--- config.mk ---
export PLATFORM = sky130hd
export DESIGN_NAME = rc_serial_frame_receiver
export DESIGN_NICKNAME = d
export VERILOG_FILES = /design/src/hdl/rcsfr_pkg.sv /design/src/hdl/rcsfr_front.sv /design/src/hdl/rcsfr_cmd_queue.sv /design/src/hdl/rcsfr_back.sv /design/src/hdl/rc_serial_frame_receiver.sv
export SDC_FILE = /design/constraint.sdc
export NUM_CORES = 1
export LEC_CHECK = 0
export ABC_CLOCK_PERIOD_IN_PS = 29200
export BUFFER_PORTS_ARGS = -buffer_cell sky130_fd_sc_hd__buf_4
export CAP_MARGIN = 20
export CORE_ASPECT_RATIO = 0.6
export CORE_UTILIZATION = 50
export DETAILED_ROUTE_END_ITERATION = 10
export GPL_TIMING_DRIVEN = 0
export PLACE_DENSITY = 0.69
export SYNTH_ARGS = -nofsm -noshare
export SYNTH_HDL_FRONTEND = slang
export SYNTH_SLANG_ARGS = --single-unit
--- constraint.sdc ---
create_clock -name i_clk -period 29.2 [get_ports i_clk]
set_input_delay 5.84 -clock i_clk [delete_from_list [all_inputs] [get_ports i_clk]]
set_output_delay 5.84 -clock i_clk [all_outputs]
set_load 0.02 [all_outputs]
--- src/hdl/rcsfr_pkg.sv ---
// ----------------------------------------------------------------------------
// rcsfr_pkg
// Shared types and constants for the serial frame receiver.
// ----------------------------------------------------------------------------
package rcsfr_pkg;

    localparam int ACTION_W = 2;
    localparam int BYTE_W   = 8;
    localparam int INDEX_W  = 4;
    localparam int VALUE_W  = 16;

    // Input action codes
    typedef enum logic [ACTION_W-1:0] {
        ACT_BYTE = 2'd0,
        ACT_IDLE = 2'd1,
        ACT_READ = 2'd2
    } t_action;

    // Result kind codes
    localparam logic KIND_STATUS = 1'b0;
    localparam logic KIND_READ   = 1'b1;

    // Checksum seed
    localparam logic [VALUE_W-1:0] SUM_INIT = 16'hFFFF;

    // Command kinds passed from the framer to the executor
    typedef enum logic {
        CMD_FRAME = 1'b0,
        CMD_READ  = 1'b1
    } t_cmd_kind;

    typedef struct packed {
        t_cmd_kind            kind;
        logic                 match;
        logic [INDEX_W-1:0]   idx;
    } t_cmd_ctl;

endpackage

--- src/hdl/rcsfr_front.sv ---
// ----------------------------------------------------------------------------
// rcsfr_front
// Framer: tracks frame position, running checksum and staged payload, and
// issues frame-complete and channel-read commands.
// ----------------------------------------------------------------------------
module rcsfr_front #(
    parameter int NUM_CHANNELS = 10,
    parameter int FRAME_BYTES  = 32
) (
    input  logic                                      i_clk,
    input  logic                                      i_rst_n,
    input  logic                                      i_take,
    input  logic [rcsfr_pkg::ACTION_W-1:0]            i_action,
    input  logic [rcsfr_pkg::BYTE_W-1:0]              i_rx_byte,
    input  logic [rcsfr_pkg::INDEX_W-1:0]             i_channel_index,
    output logic                                      o_cmd_valid,
    output rcsfr_pkg::t_cmd_ctl                       o_cmd_ctl,
    output logic [NUM_CHANNELS*rcsfr_pkg::VALUE_W-1:0] o_cmd_data
);

    localparam int POS_W        = $clog2(FRAME_BYTES);
    localparam int CHECK_LOW    = FRAME_BYTES - 2;
    localparam int CHECK_HIGH   = FRAME_BYTES - 1;
    localparam int PAYLOAD_SPAN = 2 * NUM_CHANNELS;
    localparam int BW           = rcsfr_pkg::BYTE_W;
    localparam int VW           = rcsfr_pkg::VALUE_W;

    logic                 r_armed;
    logic [POS_W-1:0]     r_pos;
    logic [VW-1:0]        r_sum;
    logic [BW-1:0]        r_staged [PAYLOAD_SPAN];
    logic [BW-1:0]        r_check_low;

    logic                 w_byte;
    logic                 w_idle;
    logic                 w_read;
    logic                 w_in_body;
    logic                 w_at_low;
    logic                 w_at_last;

    // Decode the transaction
    assign w_byte    = i_take && (i_action == rcsfr_pkg::ACT_BYTE) && r_armed;
    assign w_idle    = i_take && (i_action == rcsfr_pkg::ACT_IDLE);
    assign w_read    = i_take && (i_action == rcsfr_pkg::ACT_READ);
    assign w_in_body = r_pos < POS_W'(CHECK_LOW);
    assign w_at_low  = r_pos == POS_W'(CHECK_LOW);
    assign w_at_last = r_pos == POS_W'(CHECK_HIGH);

    // Issue a command for reads and for the last byte of a frame
    always_comb begin
        o_cmd_valid     = w_read || (w_byte && w_at_last);
        o_cmd_ctl.kind  = w_read ? rcsfr_pkg::CMD_READ : rcsfr_pkg::CMD_FRAME;
        o_cmd_ctl.match = ({i_rx_byte, r_check_low} == r_sum);
        o_cmd_ctl.idx   = i_channel_index;
    end

    // Assemble channel words from the staged bytes
    for (genvar k = 0; k < NUM_CHANNELS; k++) begin : g_data
        if (2 * k + 3 < CHECK_LOW) begin : g_used
            assign o_cmd_data[k*VW +: VW] = {r_staged[2*k+1], r_staged[2*k]};
        end else begin : g_unused
            assign o_cmd_data[k*VW +: VW] = '0;
        end
    end

    // Track framing state and running checksum
    always_ff @(posedge i_clk) begin
        if (!i_rst_n) begin
            r_armed <= 1'b0;
            r_pos   <= '0;
            r_sum   <= rcsfr_pkg::SUM_INIT;
        end else if (w_idle) begin
            r_armed <= 1'b1;
            r_pos   <= '0;
            r_sum   <= rcsfr_pkg::SUM_INIT;
        end else if (w_byte) begin
            if (w_at_last) begin
                r_armed <= 1'b0;
                r_pos   <= '0;
            end else begin
                r_pos <= r_pos + POS_W'(1);
            end
            if (w_in_body) begin
                r_sum <= r_sum - VW'(i_rx_byte);
            end
        end
    end

    // Stage payload bytes and the low checksum byte
    always_ff @(posedge i_clk) begin
        for (int k = 0; k < PAYLOAD_SPAN; k++) begin
            if (k + 2 < CHECK_LOW) begin
                if (w_byte && r_pos == POS_W'(k + 2)) begin
                    r_staged[k] <= i_rx_byte;
                end
            end
        end
        if (w_byte && w_at_low) begin
            r_check_low <= i_rx_byte;
        end
    end

endmodule

--- src/hdl/rcsfr_cmd_queue.sv ---
// ----------------------------------------------------------------------------
// rcsfr_cmd_queue
// Two-entry command queue between the framer and the executor.
// ----------------------------------------------------------------------------
module rcsfr_cmd_queue #(
    parameter int WIDTH = 166
) (
    input  logic             i_clk,
    input  logic             i_rst_n,
    input  logic             i_wr,
    input  logic [WIDTH-1:0] i_wr_data,
    input  logic             i_rd,
    output logic             o_full,
    output logic             o_valid,
    output logic [WIDTH-1:0] o_rd_data
);

    localparam int DEPTH = 2;

    logic [WIDTH-1:0] r_mem [DEPTH];
    logic             r_wr_ptr;
    logic             r_rd_ptr;
    logic [1:0]       r_count;

    assign o_full    = r_count == 2'(DEPTH);
    assign o_valid   = r_count != 2'd0;
    assign o_rd_data = r_mem[r_rd_ptr];

    // Advance pointers and occupancy
    always_ff @(posedge i_clk) begin
        if (!i_rst_n) begin
            r_wr_ptr <= 1'b0;
            r_rd_ptr <= 1'b0;
            r_count  <= '0;
        end else begin
            if (i_wr) begin
                r_wr_ptr <= ~r_wr_ptr;
            end
            if (i_rd) begin
                r_rd_ptr <= ~r_rd_ptr;
            end
            unique case ({i_wr, i_rd})
                2'b10:   r_count <= r_count + 2'd1;
                2'b01:   r_count <= r_count - 2'd1;
                default: r_count <= r_count;
            endcase
        end
    end

    // Hold queued entries
    always_ff @(posedge i_clk) begin
        if (i_wr) begin
            r_mem[r_wr_ptr] <= i_wr_data;
        end
    end

endmodule

--- src/hdl/rcsfr_back.sv ---
// ----------------------------------------------------------------------------
// rcsfr_back
// Executor: owns the channel store and error flag, runs commands in order
// and holds the result register.
// ----------------------------------------------------------------------------
module rcsfr_back #(
    parameter int NUM_CHANNELS = 10,
    parameter int FRAME_BYTES  = 32
) (
    input  logic                                       i_clk,
    input  logic                                       i_rst_n,
    input  logic                                       i_cmd_valid,
    input  rcsfr_pkg::t_cmd_ctl                        i_cmd_ctl,
    input  logic [NUM_CHANNELS*rcsfr_pkg::VALUE_W-1:0] i_cmd_data,
    output logic                                       o_cmd_take,
    input  logic                                       i_pop,
    output logic                                       o_empty,
    output logic                                       o_result_kind,
    output logic [rcsfr_pkg::VALUE_W-1:0]              o_channel_value,
    output logic                                       o_checksum_error
);

    localparam int VW        = rcsfr_pkg::VALUE_W;
    localparam int CHECK_LOW = FRAME_BYTES - 2;

    logic [VW-1:0] r_chan [NUM_CHANNELS];
    logic          r_error;
    logic          r_out_valid;
    logic          r_out_kind;
    logic [VW-1:0] r_out_value;
    logic          r_out_error;

    logic [VW-1:0] w_read_value;
    logic          w_commit;

    assign o_cmd_take = i_cmd_valid && (!r_out_valid || i_pop);
    assign w_commit   = o_cmd_take && (i_cmd_ctl.kind == rcsfr_pkg::CMD_FRAME)
                        && i_cmd_ctl.match;

    // Select the requested channel
    always_comb begin
        w_read_value = '0;
        for (int k = 0; k < NUM_CHANNELS; k++) begin
            if (i_cmd_ctl.idx == rcsfr_pkg::INDEX_W'(k)) begin
                w_read_value = r_chan[k];
            end
        end
    end

    // Commit channels and update the error flag
    always_ff @(posedge i_clk) begin
        if (!i_rst_n) begin
            for (int k = 0; k < NUM_CHANNELS; k++) begin
                r_chan[k] <= '0;
            end
            r_error <= 1'b0;
        end else if (o_cmd_take && i_cmd_ctl.kind == rcsfr_pkg::CMD_FRAME) begin
            r_error <= !i_cmd_ctl.match;
            for (int k = 0; k < NUM_CHANNELS; k++) begin
                if (w_commit && (2 * k + 3 < CHECK_LOW)) begin
                    r_chan[k] <= i_cmd_data[k*VW +: VW];
                end
            end
        end
    end

    // Load and drain the result register
    always_ff @(posedge i_clk) begin
        if (!i_rst_n) begin
            r_out_valid <= 1'b0;
        end else if (o_cmd_take) begin
            r_out_valid <= 1'b1;
        end else if (i_pop) begin
            r_out_valid <= 1'b0;
        end
    end

    always_ff @(posedge i_clk) begin
        if (o_cmd_take) begin
            unique case (i_cmd_ctl.kind)
                rcsfr_pkg::CMD_READ: begin
                    r_out_kind  <= rcsfr_pkg::KIND_READ;
                    r_out_value <= w_read_value;
                    r_out_error <= r_error;
                end
                default: begin
                    r_out_kind  <= rcsfr_pkg::KIND_STATUS;
                    r_out_value <= '0;
                    r_out_error <= !i_cmd_ctl.match;
                end
            endcase
        end
    end

    assign o_empty          = !r_out_valid;
    assign o_result_kind    = r_out_kind;
    assign o_channel_value  = r_out_value;
    assign o_checksum_error = r_out_error;

endmodule

--- src/hdl/rc_serial_frame_receiver.sv ---
// ----------------------------------------------------------------------------
// rc_serial_frame_receiver
// Byte-serial remote-control frame receiver with channel readback.
// ----------------------------------------------------------------------------
// One transaction per clock is accepted while full is low. An idle action
// arms the receiver and restarts the frame; bytes then fill a FRAME_BYTES
// frame whose last two bytes carry the checksum. The last byte yields a status
// result and, on a checksum match, commits NUM_CHANNELS little-endian channels.
// A read action yields the channel value (0 past NUM_CHANNELS) with the current
// error flag. The framer writes a two-entry command queue at the accepting
// clock, and the executor moves one command per clock into the result register
// when that register is free or being popped, so a result passes through the
// command queue to the result register that drives the outputs. full rises
// only when the command queue holds two commands behind an unpopped result.
module rc_serial_frame_receiver #(
    parameter int NUM_CHANNELS = 10,
    parameter int FRAME_BYTES  = 32
) (
    input  logic                              i_clk,
    input  logic                              i_rst_n,
    input  logic                              push,
    output logic                              full,
    input  logic [rcsfr_pkg::ACTION_W-1:0]    i_action,
    input  logic [rcsfr_pkg::BYTE_W-1:0]      i_rx_byte,
    input  logic [rcsfr_pkg::INDEX_W-1:0]     i_channel_index,
    output logic                              empty,
    input  logic                              pop,
    output logic                              o_result_kind,
    output logic [rcsfr_pkg::VALUE_W-1:0]     o_channel_value,
    output logic                              o_checksum_error
);

    localparam int DATA_W = NUM_CHANNELS * rcsfr_pkg::VALUE_W;
    localparam int CTL_W  = $bits(rcsfr_pkg::t_cmd_ctl);

    logic                 w_take;
    logic                 w_cmd_wr;
    rcsfr_pkg::t_cmd_ctl  w_wr_ctl;
    logic [DATA_W-1:0]    w_wr_data;
    logic                 w_q_valid;
    logic [CTL_W+DATA_W-1:0] w_q_data;
    rcsfr_pkg::t_cmd_ctl  w_rd_ctl;
    logic                 w_cmd_take;

    assign w_take   = push && !full;
    assign w_rd_ctl = rcsfr_pkg::t_cmd_ctl'(w_q_data[CTL_W+DATA_W-1:DATA_W]);

    rcsfr_front #(
        .NUM_CHANNELS (NUM_CHANNELS),
        .FRAME_BYTES  (FRAME_BYTES)
    ) u_front (
        .i_clk           (i_clk),
        .i_rst_n         (i_rst_n),
        .i_take          (w_take),
        .i_action        (i_action),
        .i_rx_byte       (i_rx_byte),
        .i_channel_index (i_channel_index),
        .o_cmd_valid     (w_cmd_wr),
        .o_cmd_ctl       (w_wr_ctl),
        .o_cmd_data      (w_wr_data)
    );

    rcsfr_cmd_queue #(
        .WIDTH (CTL_W + DATA_W)
    ) u_queue (
        .i_clk     (i_clk),
        .i_rst_n   (i_rst_n),
        .i_wr      (w_cmd_wr),
        .i_wr_data ({w_wr_ctl, w_wr_data}),
        .i_rd      (w_cmd_take),
        .o_full    (full),
        .o_valid   (w_q_valid),
        .o_rd_data (w_q_data)
    );

    rcsfr_back #(
        .NUM_CHANNELS (NUM_CHANNELS),
        .FRAME_BYTES  (FRAME_BYTES)
    ) u_back (
        .i_clk            (i_clk),
        .i_rst_n          (i_rst_n),
        .i_cmd_valid      (w_q_valid),
        .i_cmd_ctl        (w_rd_ctl),
        .i_cmd_data       (w_q_data[DATA_W-1:0]),
        .o_cmd_take       (w_cmd_take),
        .i_pop            (pop),
        .o_empty          (empty),
        .o_result_kind    (o_result_kind),
        .o_channel_value  (o_channel_value),
        .o_checksum_error (o_checksum_error)
    );

endmodule

==> reports/qor.csv, run 1 <==
metric,value,unit
leakage,10.0,nW
die area,54600,µm²
yosys warns,0,
diode count,0,
Total Wirelength,62.4,mm
internal reg-to-reg setup slack,25.70,ns
dpl cells,2352,
"slowest stage delay, CP",0.65,ns
CP cell instances,buf_4 > nor2b_1 > nor2_2 > nand2_1 > o21ai_4 > buf_16 > buf_12 > buf_12 > buf_16,
CTS tree,built,
Synth area leader,edfxtp_1,
Setup-failing EPs final,0,
first-pass GRT wire length,89.8,mm
minimum clock period,8.12,ns
"Net count, final",1743,
Cell Rows,65,
Post-Syn Area,26800,µm²
Seq cells post-synth,707,
Critical Path AT,8.42,ns
maxcap violations,0,
RSZ-0062 raised after global routing,false,
sequential share of the synthesized area,78.1,%
Worst EP required,29.51,ns
maximum vdd drop,0.0592,mV
Fin Setup TNS,0,ns
core region area,52700,µm²
number of buffers inserted by hold repair at cts,0,
largest net degree at the start of global routing,33,
clock tree sinks,707,
"Top FF cell, synth",edfxtp_1,
crit path capture type,flip-flop,
max_slew headroom,26.1,%
vias,14322,
Min-Delay Endpoint,u_queue.r_mem[1][118]$_DFFE_PP_,
vias in the first global route,13631,
Hold Crit Class,flip-flop to flip-flop,
RR Startpoint,u_front.r_pos[0]$_SDFFE_PP0P_,
"delay-heaviest family, CP",simple AND/OR/NAND/NOR gates,
status,finished clean,
WHS Path Cells,0,
H-tree depth,2,
Crit path buffers/inverters,5,
reg-to-reg endpoint,u_queue.r_mem[0][17]$_DFFE_PP_,
Slew Limit Fails,0,
period utilization,27.8,%
Synth async-reset ratio,0,%
initial DRC count,1782,
antenna violations before repair,3,
die width,301,µm
largest cells by area after synthesis,"edfxtp_1 76%, mux2i_1 6.2%, nor2_1 2.9%",
Port Buffers,37,
Max Fanout on Critical Path,24,
All-Layer GR Usage,23.0,%
Syn Inst Count,1589,
number of synthesized flops with an enable pin,678,
DR DRC count,0,
Syn Area/Cell,16.9,µm²
type of origin of the critical path,input port,
Hold Crit Start,u_front.r_staged[3][22]$_DFFE_PP_,
Slew @ Worst Pin,1.10,ns
Starting Density,50.9,%
layout cell share with drive strength beyond 1,12.7,%
DRT antenna net count,0,
Ports,38,
Syn Nets,1623,
fin util,57.7,%
Finished Layout Cells,2457,
WS Path Type,input port to flip-flop,
CP Launch Point,pop,
Layout Skew,0.0205,ns
RePlAce Congestion,0.948,
clk slew on worst S/H paths,0.07,ns
Yosys top cell area share,76.0,%
Synth top cells by count,"678 x edfxtp_1, 204 x nor2_1, 166 x mux2i_1, 82 x nand2_1",
post-DP HPWL,41.6,mm
Clock Latency Late Sink,0.61,ns
Synth cell types,60,
Power Dens Cells,80.1,nW/µm²
R2R cell count,10,
worst-case clock buffer depth,3,
most frequent cell after synthesis,edfxtp_1,
total CTS buffers,58,
Die Y-Extent,181,µm
"Power, Total",0.00244,W
Hold Fails Final Rpt,0,
Setup Buffers After CTS,0,
post-cts resize count,0,
DR pass1 iterations,7,
slowest cell on the critical path,o21ai_4,
clock root buffer,clkbuf_16,
Routed wire per std cell,25.4,µm
area grow syn2layout,13.5,%
fmax,123,MHz
Min Hold Slack,0.437,ns
total gr overflow,0,
post-DR vias/cell,5.83,
metrics by stage:
step | worst slack, ns | area (µm²)
3_3_place_gp | 3.14 | 28000
2_1_floorplan | 10.03 | 26800
4_1_cts | 21.07 | 30400
6_report | 21.08 | 30400
5_1_grt | 20.95 | 30400
3_5_place_dp | 20.45 | 28500
power by group:
part           internal, W  switching, W
logic             0.000167      0.000270
registers          0.00118     0.0000321
clock network     0.000441      0.000352
total              0.00178      0.000654
cells by family after synthesis:
kind of cell             Yosys count  share of synthesized area, %
flip-flops                       707                          78.1
AND/OR/NAND/NOR                  406                          6.83
buffers and inverters             95                          1.79
multiplexers                     183                          7.60
AO/OA/AOI/OAI                    152                          3.91
adder cells (fa/ha/maj)           16                         0.775
XOR/XNOR                          30                         0.980
cell usage in the layout (no fill, tap or decap), drive strengths merged, types with 4 or more instances in the layout:
master,n
xor2,5
nor2b,8
nor4,4
o21ai,28
ha,15
clkinvlp,4
nand2b,14
and3,8
buf,104
nor2,204
or3,15
a21oi,23
nor3,12
clkinv,20
xnor2,25
inv,23
and2,7
nand2,82
a22oi,13
nand3,20
dfxtp,29
o22ai,16
edfxtp,678
a21boi,16
mux2i,166
a221oi,6
nand4,18
clkbuf,101
bufinv,8
o211ai,29
mux4,16
routing by layer:
| metal | track usage (%) | routed length [µm] |
|---|---|---|
| met1 | 37.3 | 29100 |
| met2 | 30.5 | 25100 |
| met3 | 6.29 | 6960 |
| met4 | 4.43 | 1110 |
| met5 | 1.59 | 118 |
area by class of cell:
cell class,instances,area [µm²]
clock inverter,34,383
fill,3960,22300
timing repair buffer,60,791
multi-input combinational,787,5420
tap,703,880
clock buffer,71,1520
inverter,21,78.8
buffer,74,400
sequential,707,20900
registers in the layout, indices dropped and copies added (netlist names), 2 cells and up, named ones only:
register                flops
u_front.r_pos               5
u_front.r_staged          160
u_back.r_chan             160
u_back.o_channel_value     16
u_queue.r_mem             332
u_front.r_sum              16
u_queue.r_count             2
u_front.r_check_low         8
how the worst max path moves through the flow:
stage,slack [ns],depth (start not counted),endpoint
finish,21.08,9,u_back.r_chan[0][155]$_SDFFCE_PN0P_
global route,20.95,9,u_back.r_chan[0][155]$_SDFFCE_PN0P_
CTS,21.07,9,u_back.r_chan[0][130]$_SDFFCE_PN0P_
detailed placement,20.45,9,u_back.r_chan[0][147]$_SDFFCE_PN0P_
global placement,3.14,5,u_back.r_chan[0][11]$_SDFFCE_PN0P_
floorplan,10.03,4,u_back.r_chan[0][0]$_SDFFCE_PN0P_
worst reg2reg max path: stages (launching register included):
cell and delay (ns):
dfxtp_1 0.48, ha_1 0.31, and3_1 0.22, ha_1 0.33, a21oi_1 0.11, or3_1 0.31
clkbuf_1 0.21, nor2_4 0.47, buf_12 0.28, buf_16 0.22, buf_12 0.24
No activity file was read; power rests on OpenSTA's default activity.
==> run 2: changes to the inputs <==
- ABC_AREA: default -> 1
- ABC_CLOCK_PERIOD_IN_PS: 29200 -> 7600
- clock period: 29.2 -> 7.6 ns (I/O delays scaled with it)
==> reports/qor.csv, run 2 <==
metric,value,unit,change
status,finished clean,,unchanged
number of synthesized flops with an enable pin,678,,unchanged
largest net degree at the start of global routing,32,,was 33
critical path depth,9,,unchanged
H-tree depth,2,,unchanged
total gr overflow,0,,unchanged
total CTS buffers,60,,was 58
Multi-input gate area,4960,µm²,was 5420 µm²
type of origin of the critical path,input port,,unchanged
combinational family with the most area after synthesis,simple AND/OR/NAND/NOR gates,,was multiplexers
Clock Latency Late Sink,0.61,ns,about the same
"Top FF cell, synth",edfxtp_1,,unchanged
vias,15215,,was 14.3k
DR pass1 iterations,5,,was 7
routed wl met3,6.98,mm,was 6.96 mm
Synth async-reset ratio,0,%,unchanged
Slew @ Worst Pin,1.11,ns,was 1.10 ns
Crit path buffers/inverters,6,,was 5
max reg flops,332,,unchanged
most frequent cells in the layout,"678 x edfxtp_1, 461 x nand2_1, 115 x a21oi_1",,"was 678 x edfxtp_1, 201 x nor2_1, 166 x mux2i_1"
DRT antenna net count,0,,unchanged
Reg area,20900,µm²,unchanged
die area,54200,µm²,"was 54,600 µm²"
sequential share of the synthesized area,78.7,%,was 78.1%
DR DRC count,0,,unchanged
yosys warns,0,,unchanged
Slew Limit Fails,0,,unchanged
minimum clock period,4.13,ns,
"Net count, final",2021,,"was 1,743"
Syn Inst Count,1861,,"was 1,589"
Setup-failing EPs final,0,,unchanged
post-DP HPWL,39.9,mm,was 41.6 mm
Cell Rows,65,,unchanged
RePlAce Congestion,0.854,,was 0.948
post-DR vias/cell,5.55,,was 5.83
initial DRC count,1979,,"was 1,782"
most frequent cell after synthesis,edfxtp_1,,unchanged
Syn Area/Cell,14.3,µm²,was 16.9 µm²
fmax,242,MHz,
period utilization,54.4,%,
Ports,38,,unchanged
R2R cell count,10,,unchanged
largest cells by area after synthesis,"edfxtp_1 76%, nand2_1 6.5%, a21oi_2 3.3%",,"was edfxtp_1 76%, mux2i_1 6.2%, nor2_1 2.9%"
WS Path Type,input port to flip-flop,,unchanged
"slowest stage delay, CP",0.85,ns,was 0.65 ns
Top Layer Used,met5,,unchanged
Worst EP required,7.89,ns,was 29.51 ns
maxcap violations,0,,unchanged
crit path capture type,flip-flop,,unchanged
Hold Crit Class,flip-flop to flip-flop,,unchanged
"delay-heaviest family, CP",simple AND/OR/NAND/NOR gates,,unchanged
Total Wirelength,60.9,mm,was 62.4 mm
Routed wire per std cell,22.2,µm,was 25.4 µm
core region area,52500,µm²,"was 52,700 µm²"
diode count,0,,unchanged
Critical Path AT,4.42,ns,was 8.42 ns
M1 wire length,27.3,mm,was 29.1 mm
Yosys top cell area share,76.5,%,was 76.0%
Port Buffers,37,,unchanged
Die Y-Extent,181,µm,about the same
simple-gate share of the synthesized area,10.6,%,was 6.83%
adder-cell share of the synthesized area,0.780,%,was 0.775%
Biggest register,u_queue.r_mem,,unchanged
Setup Buffers After CTS,0,,unchanged
RSZ-0062 raised after global routing,false,,unchanged
Hold Fails Final Rpt,0,,unchanged
maximum vdd drop,0.234,mV,was 0.0592 mV
All-Layer GR Usage,22.4,%,was 23.0%
Starting Density,50.7,%,was 50.9%
CTS tree,built,,unchanged
layout cell share with drive strength beyond 1,15.0,%,was 12.7%
Synth top cells by count,"678 x edfxtp_1, 461 x nand2_1, 116 x a21oi_1, 100 x a21oi_2, 93 x inv_1",,"was 678 x edfxtp_1, 204 x nor2_1, 166 x mux2i_1, 82 x nand2_1"
"commonest non-fill, non-tap cell in the layout",edfxtp_1,,unchanged
XOR/XNOR Fraction of Synth Area,0.428,%,was 0.980%
vias in the first global route,14377,,was 13.6k
Filler cells,4065,,"was 3,960"
number of buffers inserted by hold repair at cts,0,,unchanged
WHS Path Cells,0,,unchanged
top flop regs,"u_queue.r_mem: 332 flops, u_back.r_chan: 160 flops, u_front.r_staged: 160 flops",,unchanged
Post-Syn Area,26600,µm²,"was 26,800 µm²"
post-cts resize count,0,,unchanged
met2 wire length,25.4,mm,was 25.1 mm
Seq cells post-synth,707,,unchanged
Power Dens Cells,312,nW/µm²,was 80.1 nW/µm²
clock root buffer,clkbuf_16,,unchanged
Syn Nets,1895,,"was 1,623"
clk slew on worst S/H paths,0.06,ns,was 0.07 ns
antenna violations before repair,4,,was 3
Crit path top cell by count,buf_12,,
area grow syn2layout,13.4,%,was 13.5%
mux cell area share after synthesis,0.0376,%,was 7.60%
max_slew headroom,25.9,%,was 26.1%
Max Fanout on Critical Path,31,,was 24
Layout Skew,0.0176,ns,was 0.0205 ns
Synth cell types,40,,was 60
clock tree sinks,707,,unchanged
Fin Setup TNS,0,ns,unchanged
fin util,57.5,%,was 57.7%
post-synthesis compound-gate area fraction,6.62,%,was 3.91%
leakage,10.4,nW,was 10.0 nW
die width,300,µm,was 301 µm
first-pass GRT wire length,89.1,mm,was 89.8 mm
slowest cell on the critical path,nor4_1,,was o21ai_4
Synth area leader,edfxtp_1,,unchanged
CP cell instances,buf_4 > nor4_1 > nor2_1 > nor2_4 > buf_12 > buf_12 > buf_12 > buf_16 > buf_12,,was buf_4 > nor2b_1 > nor2_2 > nand2_1 > o21ai_4 > buf_16 > buf_12 > buf_12 > buf_16
worst-case clock buffer depth,3,,unchanged
## run 2: cell types whose count changed after synthesis, sizes merged, moves of 24 or more
cell and delta:
a21oi +193, inv +78, mux2i -165, nand2 +384, nand3 +43, nor2 -113, o211ai -24
## run 2: metrics by stage
stage | hold slack (ns) | worst slack, ns | instances | cell area (µm²) | power [W]
after floorplan | 0.421 | 0.670 | 1861 | 26600 | 0.00579
after global placement | 0.421 | -2.51 | 2601 | 27800 | 0.00645
after detailed placement | 0.429 | 2.89 | 2626 | 28300 | 0.00652
after CTS | 0.435 | 3.50 | 2737 | 30200 | 0.00945
after global routing | 0.438 | 3.29 | 2739 | 30200 | 0.00979
final | 0.428 | 3.47 | 2739 | 30200 | 0.00943
## run 2: per-layer routing
layer | GRT usage [%] | vias to the layer above
met5 | 0.617 | -
met4 | 4.71 | 2
met3 | 6.12 | 83
met2 | 31.2 | 729
met1 | 35.2 | 7529
li1 | - | 6872
## run 2: worst register-to-register path, stage by stage, from the launching register on
cell,delay (ns)
dfxtp_1,0.30
inv_1,0.11
nor2_1,0.09
nor4_1,0.76
nor2_1,0.30
nor2_4,0.40
buf_12,0.27
buf_12,0.25
buf_12,0.26
buf_16,0.20
buf_12,0.24
## run 2: final timing paths
path	from	end	slack, ns
setup / recovery	i_action[0]	u_queue.r_mem[1][85]$_DFFE_PP_	3.47
hold / removal	u_front.r_staged[0][16]$_DFFE_PP_	u_queue.r_mem[0][16]$_DFFE_PP_	0.43
setup reg to reg	u_queue.r_count[1]$_SDFFE_PN0P_	u_queue.r_mem[1][85]$_DFFE_PP_	4.09
hold reg to reg	u_front.r_staged[0][16]$_DFFE_PP_	u_queue.r_mem[0][16]$_DFFE_PP_	0.43
## run 2: cell families after synthesis
logic type,Yosys count
AO/OA/AOI/OAI,272
XOR/XNOR,13
adder cells (fa/ha/maj),16
buffers and inverters,174
flip-flops,707
multiplexers,1
AND/OR/NAND/NOR,678
## run 2: power breakdown
group / total, W / internal, W / switching (W)
logic: 0.00177 / 0.000450 / 0.00132
clock network: 0.00297 / 0.00162 / 0.00135
registers: 0.00469 / 0.00458 / 0.000109
## run 2: cell type report
cell class	count	area share [%]
Timing Repair Buffer	64	2.54
Tap cell	703	2.91
Sequential cell	707	69.4
Inverter	100	1.24
Buffer	74	1.29
Multi-Input combinational cell	980	16.4
Clock inverter	35	0.937
Clock buffer	76	5.28
